$ cat config.mk
export PLATFORM = sky130hd
export DESIGN_NAME = m2ua_message_parser_core_flat
export DESIGN_NICKNAME = d
export VERILOG_FILES = /design/src/rtl/m2ua_pkg.sv /design/src/rtl/m2ua_if.sv /design/src/rtl/m2ua_message_parser_core.sv /design/src/flat_wrapper.sv
export SDC_FILE = /design/constraint.sdc
export NUM_CORES = 1
export LEC_CHECK = 0
export BUFFER_PORTS_ARGS = -buffer_cell sky130_fd_sc_hd__buf_2
export CORE_MARGIN = 2
export CORE_UTILIZATION = 67
export CTS_BUF_LIST = sky130_fd_sc_hd__clkbuf_16
export DETAILED_ROUTE_END_ITERATION = 7
export GPL_ROUTABILITY_DRIVEN = 0
export PLACE_DENSITY = 0.86
export SYNTH_ARGS = -nofsm -noshare
export SYNTH_HDL_FRONTEND = slang
export SYNTH_SLANG_ARGS = --single-unit
$ cat constraint.sdc
create_clock -name clk -period 23.3 [get_ports clk]
set_input_delay 1.165 -clock clk [delete_from_list [all_inputs] [get_ports clk]]
set_output_delay 1.165 -clock clk [all_outputs]
set_load 0.01 [all_outputs]
$ cat src/rtl/m2ua_pkg.sv
// Types, constants and the message table of the M2UA message parser.
package m2ua_pkg;

	localparam int unsigned HEADER_BYTES = 8;
	localparam int unsigned COUNT_W = 5;

	localparam logic [15:0] TAG_IFACE_ID = 16'h0001;
	localparam logic [15:0] TAG_PEER_DATA = 16'h0300;
	localparam logic [15:0] TLV_HDR = 16'd4;

	localparam logic [1:0] KIND_HEADER = 2'd0;
	localparam logic [1:0] KIND_IFACE = 2'd1;
	localparam logic [1:0] KIND_PEER = 2'd2;

	typedef struct packed {
		logic [1:0] result_kind;
		logic [7:0] message_class;
		logic [7:0] message_type;
		logic known_message;
		logic detected;
		logic [31:0] interface_id;
		logic [7:0] peer_byte;
		logic last_peer_byte;
	} m2ua_result_t;

	// Class/type pairs defined by RFC 3331.
	function automatic logic pair_known(input logic [7:0] c, input logic [7:0] t);
		logic ok;
		case (c)
			8'd0: ok = (t <= 8'd1);
			8'd3: ok = (t >= 8'd1) && (t <= 8'd6);
			8'd4: ok = (t >= 8'd1) && (t <= 8'd4);
			8'd6: ok = (t >= 8'd1) && (t <= 8'd15);
			8'd10: ok = (t >= 8'd1) && (t <= 8'd4);
			default: ok = 1'b0;
		endcase
		return ok;
	endfunction

endpackage

$ cat src/rtl/m2ua_if.sv
// Valid/ready channel interfaces for message bytes and parser results.
interface m2ua_in_if;
	logic valid;
	logic ready;
	logic [7:0] data_byte;
	logic first_byte;
	logic [15:0] payload_length;
	logic is_sctp_data;

	modport source (output valid, data_byte, first_byte, payload_length, is_sctp_data,
		input ready);
	modport sink (input valid, data_byte, first_byte, payload_length, is_sctp_data,
		output ready);
endinterface

interface m2ua_out_if;
	logic valid;
	logic ready;
	logic [1:0] result_kind;
	logic [7:0] message_class;
	logic [7:0] message_type;
	logic known_message;
	logic detected;
	logic [31:0] interface_id;
	logic [7:0] peer_byte;
	logic last_peer_byte;

	modport source (output valid, result_kind, message_class, message_type, known_message,
		detected, interface_id, peer_byte, last_peer_byte, input ready);
	modport sink (input valid, result_kind, message_class, message_type, known_message,
		detected, interface_id, peer_byte, last_peer_byte, output ready);
endinterface

$ cat src/rtl/m2ua_message_parser_core.sv
// M2UA message parser top level: message bytes in, header and parameter results out.
// Input takes one byte per cycle while ready; the per-byte header/TLV update is a single
// registered pass. Each result is registered into the result register, or into the skid
// register when the result register is still held. The two-entry output buffer keeps input
// ready while one result waits; input stalls only when both entries are full.
// Reset (arst_n low) clears the parser to the header phase at byte 0 and empties the outputs.
module m2ua_message_parser_core
	import m2ua_pkg::*;
#(
	parameter int unsigned MAX_PARAMS = 16
) (
	input logic clk,
	input logic arst_n,
	m2ua_in_if.sink in_ch,
	m2ua_out_if.source out_ch
);

	typedef enum logic [1:0] {
		PH_HEADER,
		PH_PARAM,
		PH_DONE
	} phase_t;

	localparam logic [COUNT_W-1:0] MaxCount = COUNT_W'(MAX_PARAMS);

	phase_t phase_q, phase_nx, cur_phase;
	logic [15:0] pos_q, pos_nx, cur_pos;
	logic [7:0] ver_q, ver_nx;
	logic [7:0] cls_q, cls_nx;
	logic [7:0] typ_q, typ_nx;
	logic [31:0] decl_q, decl_nx;
	logic [15:0] tag_q, tag_nx;
	logic [15:0] plen_q, plen_nx;
	logic [15:0] pstart_q, pstart_nx;
	logic [COUNT_W-1:0] count_q, count_nx;
	logic [31:0] id_q, id_nx;

	logic [15:0] off, vi, vlen;
	logic [16:0] padded;
	logic [17:0] next_start;
	logic emit;
	logic [1:0] emit_kind;
	logic [31:0] emit_iid;
	logic [7:0] emit_byte;
	logic emit_last;
	m2ua_result_t res;

	m2ua_result_t out_q, skid_q;
	logic out_valid_q, skid_valid_q;
	logic in_fire, out_pop;

	assign in_ch.ready = !skid_valid_q;
	assign in_fire = in_ch.valid && in_ch.ready;
	assign out_pop = out_valid_q && out_ch.ready;

	always_comb begin
		// A first-byte mark restarts the parser before this byte is handled.
		cur_phase = in_ch.first_byte ? PH_HEADER : phase_q;
		cur_pos = in_ch.first_byte ? 16'd0 : pos_q;
		ver_nx = in_ch.first_byte ? 8'd0 : ver_q;
		cls_nx = in_ch.first_byte ? 8'd0 : cls_q;
		typ_nx = in_ch.first_byte ? 8'd0 : typ_q;
		decl_nx = in_ch.first_byte ? 32'd0 : decl_q;
		tag_nx = in_ch.first_byte ? 16'd0 : tag_q;
		plen_nx = in_ch.first_byte ? 16'd0 : plen_q;
		pstart_nx = in_ch.first_byte ? 16'd0 : pstart_q;
		count_nx = in_ch.first_byte ? '0 : count_q;
		id_nx = in_ch.first_byte ? 32'd0 : id_q;
		phase_nx = cur_phase;

		off = cur_pos - pstart_nx;
		vi = off - TLV_HDR;
		vlen = plen_nx - TLV_HDR;
		padded = '0;
		next_start = 18'(HEADER_BYTES);
		emit = 1'b0;
		emit_kind = KIND_HEADER;
		emit_iid = 32'd0;
		emit_byte = 8'd0;
		emit_last = 1'b0;

		case (cur_phase)
			PH_HEADER: begin
				if (cur_pos == 16'd0) begin
					ver_nx = in_ch.data_byte;
				end else if (cur_pos == 16'd2) begin
					cls_nx = in_ch.data_byte;
				end else if (cur_pos == 16'd3) begin
					typ_nx = in_ch.data_byte;
				end else if (cur_pos >= 16'd4) begin
					decl_nx = {decl_nx[23:0], in_ch.data_byte};
				end
				if (cur_pos == 16'(HEADER_BYTES - 1)) begin
					if (in_ch.payload_length < 16'(HEADER_BYTES)) begin
						phase_nx = PH_DONE;
					end else begin
						emit = 1'b1;
						emit_kind = KIND_HEADER;
						next_start = 18'(HEADER_BYTES);
						if (next_start + 18'd4 <= {2'b00, in_ch.payload_length}
								&& count_nx < MaxCount) begin
							phase_nx = PH_PARAM;
							pstart_nx = next_start[15:0];
							tag_nx = 16'd0;
							plen_nx = 16'd0;
							id_nx = 32'd0;
						end else begin
							phase_nx = PH_DONE;
						end
					end
				end
			end
			PH_PARAM: begin
				if (off == 16'd0) begin
					tag_nx = {in_ch.data_byte, 8'd0};
				end else if (off == 16'd1) begin
					tag_nx = {tag_nx[15:8], in_ch.data_byte};
				end else if (off == 16'd2) begin
					plen_nx = {in_ch.data_byte, 8'd0};
				end else if (off == 16'd3) begin
					plen_nx = {plen_nx[15:8], in_ch.data_byte};
					if (plen_nx < TLV_HDR
							|| {1'b0, pstart_nx} + {1'b0, plen_nx} > {1'b0, in_ch.payload_length})
					begin
						phase_nx = PH_DONE;
					end
				end else if (vi < vlen) begin
					if (tag_nx == TAG_IFACE_ID) begin
						if (vlen >= 16'd4 && vi < 16'd4) begin
							id_nx = {id_nx[23:0], in_ch.data_byte};
							if (vi == 16'd3) begin
								emit = 1'b1;
								emit_kind = KIND_IFACE;
								emit_iid = id_nx;
							end
						end
					end else if (tag_nx == TAG_PEER_DATA) begin
						emit = 1'b1;
						emit_kind = KIND_PEER;
						emit_byte = in_ch.data_byte;
						emit_last = (vi == vlen - 16'd1);
					end
				end
				// The parameter ends on the last byte of its padded length.
				padded = ({1'b0, plen_nx} + 17'd3) & ~17'd3;
				if (phase_nx == PH_PARAM && off >= 16'd3
						&& {1'b0, off} + 17'd1 == padded) begin
					count_nx = count_nx + COUNT_W'(1);
					next_start = {2'b00, pstart_nx} + {1'b0, padded};
					if (next_start + 18'd4 <= {2'b00, in_ch.payload_length}
							&& count_nx < MaxCount) begin
						pstart_nx = next_start[15:0];
						tag_nx = 16'd0;
						plen_nx = 16'd0;
						id_nx = 32'd0;
					end else begin
						phase_nx = PH_DONE;
					end
				end
			end
			default: begin
			end
		endcase

		pos_nx = (cur_pos == 16'hFFFF) ? cur_pos : cur_pos + 16'd1;

		res.result_kind = emit_kind;
		res.message_class = cls_nx;
		res.message_type = typ_nx;
		res.known_message = pair_known(cls_nx, typ_nx);
		res.detected = (ver_nx == 8'd1) && res.known_message
			&& (decl_nx == {16'd0, in_ch.payload_length}) && in_ch.is_sctp_data;
		res.interface_id = emit_iid;
		res.peer_byte = emit_byte;
		res.last_peer_byte = emit_last;
	end

	always_ff @(posedge clk or negedge arst_n) begin
		if (!arst_n) begin
			phase_q <= PH_HEADER;
			pos_q <= 16'd0;
			ver_q <= 8'd0;
			cls_q <= 8'd0;
			typ_q <= 8'd0;
			decl_q <= 32'd0;
			tag_q <= 16'd0;
			plen_q <= 16'd0;
			pstart_q <= 16'd0;
			count_q <= '0;
			id_q <= 32'd0;
			out_valid_q <= 1'b0;
			skid_valid_q <= 1'b0;
		end else begin
			if (in_fire) begin
				phase_q <= phase_nx;
				pos_q <= pos_nx;
				ver_q <= ver_nx;
				cls_q <= cls_nx;
				typ_q <= typ_nx;
				decl_q <= decl_nx;
				tag_q <= tag_nx;
				plen_q <= plen_nx;
				pstart_q <= pstart_nx;
				count_q <= count_nx;
				id_q <= id_nx;
			end
			if (skid_valid_q) begin
				if (out_pop) begin
					out_q <= skid_q;
					skid_valid_q <= 1'b0;
				end
			end else if (in_fire && emit) begin
				if (!out_valid_q || out_pop) begin
					out_q <= res;
					out_valid_q <= 1'b1;
				end else begin
					skid_q <= res;
					skid_valid_q <= 1'b1;
				end
			end else if (out_pop) begin
				out_valid_q <= 1'b0;
			end
		end
	end

	assign out_ch.valid = out_valid_q;
	assign out_ch.result_kind = out_q.result_kind;
	assign out_ch.message_class = out_q.message_class;
	assign out_ch.message_type = out_q.message_type;
	assign out_ch.known_message = out_q.known_message;
	assign out_ch.detected = out_q.detected;
	assign out_ch.interface_id = out_q.interface_id;
	assign out_ch.peer_byte = out_q.peer_byte;
	assign out_ch.last_peer_byte = out_q.last_peer_byte;

endmodule

$ cat src/flat_wrapper.sv
// flat-port wrapper written by rule: the top's interface ports become plain ports
module m2ua_message_parser_core_flat import m2ua_pkg::*;
#(
	parameter int unsigned MAX_PARAMS = 16
)
  (clk, arst_n, in_ch_valid, in_ch_data_byte, in_ch_first_byte, in_ch_payload_length, in_ch_is_sctp_data, in_ch_ready, out_ch_valid, out_ch_result_kind, out_ch_message_class, out_ch_message_type, out_ch_known_message, out_ch_detected, out_ch_interface_id, out_ch_peer_byte, out_ch_last_peer_byte, out_ch_ready);
  m2ua_in_if in_ch_i ();
  m2ua_out_if out_ch_i ();
  input logic clk;
  input logic arst_n;
  input wire logic [$bits(in_ch_i.valid)-1:0] in_ch_valid;
  input wire logic [$bits(in_ch_i.data_byte)-1:0] in_ch_data_byte;
  input wire logic [$bits(in_ch_i.first_byte)-1:0] in_ch_first_byte;
  input wire logic [$bits(in_ch_i.payload_length)-1:0] in_ch_payload_length;
  input wire logic [$bits(in_ch_i.is_sctp_data)-1:0] in_ch_is_sctp_data;
  output wire logic [$bits(in_ch_i.ready)-1:0] in_ch_ready;
  output wire logic [$bits(out_ch_i.valid)-1:0] out_ch_valid;
  output wire logic [$bits(out_ch_i.result_kind)-1:0] out_ch_result_kind;
  output wire logic [$bits(out_ch_i.message_class)-1:0] out_ch_message_class;
  output wire logic [$bits(out_ch_i.message_type)-1:0] out_ch_message_type;
  output wire logic [$bits(out_ch_i.known_message)-1:0] out_ch_known_message;
  output wire logic [$bits(out_ch_i.detected)-1:0] out_ch_detected;
  output wire logic [$bits(out_ch_i.interface_id)-1:0] out_ch_interface_id;
  output wire logic [$bits(out_ch_i.peer_byte)-1:0] out_ch_peer_byte;
  output wire logic [$bits(out_ch_i.last_peer_byte)-1:0] out_ch_last_peer_byte;
  input wire logic [$bits(out_ch_i.ready)-1:0] out_ch_ready;
  assign in_ch_i.valid = in_ch_valid;
  assign in_ch_i.data_byte = in_ch_data_byte;
  assign in_ch_i.first_byte = in_ch_first_byte;
  assign in_ch_i.payload_length = in_ch_payload_length;
  assign in_ch_i.is_sctp_data = in_ch_is_sctp_data;
  assign in_ch_ready = in_ch_i.ready;
  assign out_ch_valid = out_ch_i.valid;
  assign out_ch_result_kind = out_ch_i.result_kind;
  assign out_ch_message_class = out_ch_i.message_class;
  assign out_ch_message_type = out_ch_i.message_type;
  assign out_ch_known_message = out_ch_i.known_message;
  assign out_ch_detected = out_ch_i.detected;
  assign out_ch_interface_id = out_ch_i.interface_id;
  assign out_ch_peer_byte = out_ch_i.peer_byte;
  assign out_ch_last_peer_byte = out_ch_i.last_peer_byte;
  assign out_ch_i.ready = out_ch_ready;
  m2ua_message_parser_core #(.MAX_PARAMS(MAX_PARAMS)) u_core (.clk(clk), .arst_n(arst_n), .in_ch(in_ch_i), .out_ch(out_ch_i));
endmodule
## Word level (Yosys, flattened, before mapping)

Index checks and enable logic that the tools add are counted.

- Word-level logic and storage cells: 247
- Flip-flop bits (word level): 283
- Output and inout bits: 63
- Bits of input ports: 30

- Eq/ne operators: 22
- Add/subtract/negate cells: 11
- Bitwise operators: 2
- Reductions and logical operators: 29
- $lt $le $gt $ge: 17
- Multiplexer cells: 137

Operators with widths:

| operator | count |
|---|---|
| 2-to-1 mux 32 bit | 28 |
| 2-to-1 mux 16 bit | 25 |
| 2-to-1 mux 61 bit | 4 |
| 2-to-1 mux 8 bit | 22 |
| one-hot mux 16 bit (2 select lines) | 3 |
| equality test 16 x 2 -> 1 bit, second input constant | 5 |
| one-hot mux 32 bit (2 select lines) | 1 |
| 2-to-1 mux 2 bit | 21 |
| equality test 16 x 1 -> 1 bit, second input constant | 2 |
| equality test 32 x 16 -> 1 bit | 1 |
| greater-or-equal comparator 16 x 3 -> 1 bit, second input constant | 2 |
| logical NOT 16 bit | 2 |
| < comparator 16 x 3 -> 1 bit, second input constant | 2 |
| subtractor 16 x 3 -> 16 bit, second input constant | 2 |
| 2-to-1 mux 1 bit | 27 |
| adder 16 x 17 -> 18 bit | 1 |
| adder 18 x 3 -> 18 bit, second input constant | 1 |
| <= comparator 18 x 16 -> 1 bit | 1 |
| adder 16 x 1 -> 17 bit, second input constant | 1 |
| adder 16 x 16 -> 17 bit | 1 |
| adder 16 x 2 -> 17 bit, second input constant | 1 |
| equality test 17 bit | 1 |
| greater-than comparator 17 x 16 -> 1 bit | 1 |
| adder 16 x 1 -> 16 bit, second input constant | 1 |
| other kinds (36) | 62 |

## Depth between registers and ports, before layout

- Word-level depth: 16
- Mapped depth: 51
- Depth with buffers taken out: 42

## Worst setup path before layout

No wires, ideal clock.

- Kind: input -> register
- Start point: in in_ch_first_byte
- End point: reg u_core.id_q[4]
- Data arrival time: 11.511 ns
- Data required time: 23.179 ns
- Stages: 51
- Setup slack: 11.668 ns
- Path buffers: 12
- Cells stage by stage: buf_2 buf_1 buf_1 clkbuf_1 clkbuf_1 clkbuf_1 buf_1 buf_1 clkbuf_1 nor2b_1 ha_1 inv_1 ha_1 o21ai_0 o31ai_4 a311o_2 a2111o_1 o211ai_2 [15 not listed] or3_1 xnor2_1 ha_1 a21o_1 a21oi_1 nor2b_1 o21ai_0 nand2b_1 a221oi_1 a41oi_1 a21oi_1 o21a_1 o31ai_4 nor4b_4 a21boi_2 a21o_1 buf_6 a22o_1

- Word-level cells in the longest chain between the ends: 16
- Elaborated cells between the ends (all ways): 65
- Classes of those cells: add/sub: 9; order compare: 9; eq/ne: 8; mux: 31; reduce/logical: 8

Ends and longest elaborated chain:

| item | line | source |
|---|---|---|
| start: declaration | flat_wrapper.sv:13 | `input wire logic [$bits(in_ch_i.first_byte)-1:0] in_ch_first_byte;` |
| 2-to-1 mux 16 bit (on tied branches) | m2ua_message_parser_core.sv:59, m2ua_message_parser_core.sv:66 |  |
| subtractor 16 bit | m2ua_message_parser_core.sv:71 | `off = cur_pos - pstart_nx;` |
| equality test 16 x 2 -> 1 bit | m2ua_message_parser_core.sv:120 | `end else if (off == 16'd3) begin` |
| 2-to-1 mux 8 bit | m2ua_message_parser_core.sv:120 |  |
| 2-to-1 mux 16 bit | m2ua_message_parser_core.sv:118 | `end else if (off == 16'd2) begin` |
| 2-to-1 mux 16 bit | m2ua_message_parser_core.sv:116 | `end else if (off == 16'd1) begin` |
| 2-to-1 mux 16 bit | m2ua_message_parser_core.sv:114 | `if (off == 16'd0) begin` |
| 2-to-1 mux 16 bit | m2ua_message_parser_core.sv:82 | `case (cur_phase)` |
| adder 16 x 2 -> 17 bit | m2ua_message_parser_core.sv:145 | `padded = ({1'b0, plen_nx} + 17'd3) & ~17'd3;` |
| adder 16 x 17 -> 18 bit | m2ua_message_parser_core.sv:149 | `next_start = {2'b00, pstart_nx} + {1'b0, padded};` |
| adder 18 x 3 -> 18 bit | m2ua_message_parser_core.sv:150 | `if (next_start + 18'd4 <= {2'b00, in_ch.payload_length}` |
| <= comparator 18 x 16 -> 1 bit | m2ua_message_parser_core.sv:150 |  |
| logical AND 1 bit | m2ua_message_parser_core.sv:151 | `&& count_nx < MaxCount) begin` |
| 2-to-1 mux 32 bit | m2ua_message_parser_core.sv:150 |  |
| 2-to-1 mux 32 bit | m2ua_message_parser_core.sv:146 | `if (phase_nx == PH_PARAM && off >= 16'd3` |
| one-hot mux 32 bit (2 select lines) * | m2ua_message_parser_core.sv:82 |  |
| end signal: assignment | m2ua_message_parser_core.sv:205 | `id_q <= id_nx;` |
| end: declaration | m2ua_message_parser_core.sv:36 | `logic [31:0] id_q, id_nx;` |

Every way passes the cells marked *; elsewhere a longest branch is shown, timed or not. The select of a mux whose other input is x is not followed.
A chain may end at the register's enable or synchronous reset.

## Worst setup path in the final report

- Start point: in in_ch_first_byte
- End point: reg u_core.id_q[7]

The elaborated chain is that of the path after synthesis.

==> impl_metrics.env <==
export IMPL_cts_buffers_inserted=28
export IMPL_cellLeakagePower_nw=8.56
export IMPL_syn_area_mm2=0.0186
export IMPL_path_class="in2reg"
export IMPL_synth_main_ff_cell="dfrtp_1"
export IMPL_rsz0062_at_grt="no"
export IMPL_ys_seq_area_share_pct=40.2
export IMPL_wirelength_um=51900
export IMPL_slew_headroom_pct=28.2
export IMPL_end_kind="register"
export IMPL_grt_overflow=0
export IMPL_setup_viol=0
export IMPL_drive_gt1_share_pct=13.8
export IMPL_p_per_area_mw_per_mm2=64.1
export IMPL_max_freq_mhz=81.6
export IMPL_clockRootBuffer="clkbuf_16"
export IMPL_final_nets=2125
export IMPL_hp_class="reg2reg"
export IMPL_cts_resized=0
export IMPL_slew_violations=0
export IMPL_area_growth_pct=8.80
export IMPL_use_met2_pct=56.9
export IMPL_row_count=61
export IMPL_grt_usage_pct=35.8
export IMPL_final_period_utilization_pct=52.6
export IMPL_ant_nets=0
export IMPL_grt_max_degree=71
export IMPL_synth_warnings=0
export IMPL_cts_setup_buffers=0
export IMPL_finClkSkew_ns=0.0326
export IMPL_yosys_register_bits=275
export IMPL_met3_usage_pct=7.15
export IMPL_grt_pass1_vias=15216
export IMPL_worst_skew_pair_late_latency_ns=0.57
export IMPL_cts_tree="yes"
export IMPL_syn_avg_cell_area_um2=9.60
export IMPL_ios=93
export IMPL_arrival_ns=12.70
export IMPL_grtUsageMet1_pct=46.8
export IMPL_dieArea_mm2=0.0292
export IMPL_fillers=1927
export IMPL_top_usage_layer="met2"
export IMPL_cts_buffer_depth=3
export IMPL_layout_min_cycle_time_ns=12.25
export IMPL_cap_violations=0
export IMPL_min_path_cells=2
export IMPL_path_depth=41
export IMPL_whs_ns=0.475
export IMPL_hold_violations=0
export IMPL_cts_sinks=275
export IMPL_die_h_um=171
export IMPL_synth_async_reset_ratio_pct=55.6
export IMPL_path_buf_inv=3
export IMPL_worst_path_max_delay_cell="o2bb2ai_1"
export IMPL_synth_edf_count=122
export IMPL_ff2ff_path_depth=39
export IMPL_n_antenna_cell=0
export IMPL_dr_pass1_iters=7
export IMPL_via_per_inst=6.63
export IMPL_worst_path_largest_cell_delay_ns=0.92
export IMPL_core_area_mm2=0.0276
export IMPL_synthCells=1942
export IMPL_die_x_um=171
export IMPL_fin_setup_tns_ns=0
export IMPL_dr_total_vias=15855
export IMPL_cp_max_fo=70
export IMPL_dp_hpwl_um=36300
export IMPL_drt_wirelength_per_cell_um=21.7
export IMPL_synth_nets=2076
export IMPL_path_delay_family="compound AO/OA/AOI/OAI gates"
export IMPL_cts_hold_fix_buffers=0
export IMPL_startpoint_type="input pin"
export IMPL_peakVddDrop_uv=57.9
export IMPL_grt_pass1_wl_um=81900
export IMPL_start_util_pct=67.6
export IMPL_status="finished clean"
export IMPL_drc=0
export IMPL_dr_first_iter_drc_count=1858
export IMPL_antenna_found_initial=1
export IMPL_ys_types=107
export IMPL_cts_htree_levels=1
export IMPL_path_clk_slew_ns=0.06
export IMPL_portBuffers=92
export IMPL_tightest_slew_ns=1.08
export IMPL_required_ns=23.75
## worst paths after layout
| check | startpoint | to | slack, ns |
|---|---|---|---|
| min in group asynchronous | arst_n | u_core.decl_q[16] | 0.53 |
| worst max register to register | u_core.pstart_q[0] | u_core.id_q[7] | 12.12 |
| worst min register to register | u_core.cls_q[6] | u_core.cls_q[6] | 0.47 |
| worst max-delay path | in_ch_first_byte | u_core.id_q[7] | 11.05 |
| max in group asynchronous | arst_n | u_core.plen_q[0] | 21.58 |
| worst min-delay path | u_core.cls_q[6] | u_core.cls_q[6] | 0.47 |
## logic make-up (layout without fill, tap and decap cells)
logic type               after synthesis  in the layout  synth area share, %
XOR/XNOR                             153            153                 7.35
adder cells (fa/ha/maj)              107            107                 7.24
buffers and inverters                192            263                 4.09
AND/OR/NAND/NOR                      660            660                 18.6
flip-flops                           275            275                 40.2
multiplexers                          73             73                 4.33
AO/OA/AOI/OAI                        482            482                 18.1
## report_power, final
part           switching (mW)  internal, mW  leakage (nW)  total [mW]
clock network           0.195         0.242         0.466       0.437
registers              0.0199         0.523          3.09       0.543
logic                   0.201         0.119          5.01       0.319
total                   0.416         0.883          8.56        1.30
## state kept, by name (all words and copies together) (netlist names)
register	count
u_core.plen_q	16
u_core.decl_q	32
u_core.phase_q	2
u_core.skid_q	61
u_core.skid_valid_q	1
u_core.tag_q	16
u_core.out_ch.peer_byte	8
u_core.cls_q	8
u_core.out_ch.known_message	1
u_core.out_ch.message_class	8
u_core.out_ch.detected	1
u_core.out_ch.message_type	8
u_core.out_ch.interface_id	32
u_core.id_q	24
u_core.count_q	5
u_core.ver_q	8
u_core.out_ch.result_kind	2
u_core.pos_q	16
u_core.pstart_q	16
u_core.typ_q	8
u_core.out_ch.valid	1
u_core.out_ch.last_peer_byte	1
## worst min-delay path: stages, from the launching register on
cell and delay [ns]:
dfrtp_1 0.34, nand2_1 0.04, o21ai_0 0.06
## through the flow
step           power, mW  std cells  util, %  cell area (um2)  setup WS, ns
3_3_place_gp       0.846       2339     70.4            19400         11.22
3_5_place_dp       0.859       2339     70.4            19400         10.84
2_1_floorplan      0.775       1942        -            18600         11.67
4_1_cts             1.29       2391     73.6            20300         11.37
6_report            1.30       2391     73.6            20300         11.05
5_1_grt             1.35       2391     73.6            20300         10.38
## cells in the mapped netlist, drive strengths merged, types with 9 or more instances
library cell	count	area [um2]
buf	24	130
inv	96	360
o31ai	11	110
o21a	26	195
nor4	35	249
ha	102	1280
a21oi	97	489
o211ai	11	92.6
a21o	25	188
nor2b	45	282
nand2b	16	100
o21ai	110	551
and2	51	319
a31oi	18	113
nor3	40	233
and3	20	125
a22oi	23	191
nor2	106	403
or3	11	73.8
edfxtp	122	3660
nand3	41	223
nor3b	18	145
dfrtp	153	3830
a32o	11	110
nand2	206	776
mux2i	18	188
o21bai	10	78.8
clkbuf	72	272
a22o	51	447
xor2	41	367
mux2	55	619
xnor2	112	1000
a21boi	9	71.3
nand4	31	200
## layer usage
metal / part of all wire [%] / up-vias
met5: 0.021 / -
met1: 39 / 7570
met4: 5.9 / 2
met3: 9.8 / 208
li1: - / 7181
met2: 45 / 894
## final cells by class
| cell class | count | area (um2) | share of cell area, % |
|---|---|---|---|
| clock buffers | 28 | 701 | 3.46 |
| clock inverters | 24 | 183 | 0.901 |
| inverters | 96 | 360 | 1.78 |
| multi-input cells | 1475 | 10400 | 51.4 |
| flip-flops and latches | 275 | 7490 | 37.0 |
| well taps | 378 | 473 | 2.33 |
| repair buffers | 115 | 642 | 3.17 |
## cell usage in the layout (no fill, tap or decap), types with 8 or more instances in the layout
cell / Yosys / final
nand2_1: 205 / 204
dfrtp_1: 153 / 153
edfxtp_1: 122 / 122
xnor2_1: 109 / 109
inv_1: 96 / 105
nor2_1: 104 / 103
o21ai_0: 102 / 102
ha_1: 102 / 102
a21oi_1: 96 / 96
buf_2: 11 / 90
mux2_2: 55 / 55
and2_1: 51 / 51
a22o_1: 51 / 51
nor2b_1: 45 / 44
xor2_1: 40 / 40
nand3_1: 39 / 39
nor3_1: 36 / 36
nor4_1: 33 / 32
nand4_1: 30 / 30
clkbuf_16: 0 / 28
o21a_1: 26 / 26
a21o_1: 25 / 25
buf_4: 1 / 24
a22oi_1: 21 / 21
and3_1: 20 / 20
a31oi_1: 18 / 18
nand2b_1: 16 / 16
nor3b_1: 16 / 16
mux2i_1: 16 / 16
a32o_1: 11 / 11
or3_1: 10 / 10
o21bai_1: 9 / 9
o211ai_1: 9 / 9
o31ai_1: 9 / 9
or4_1: 8 / 8
Power figures use the tool's default switching activity.
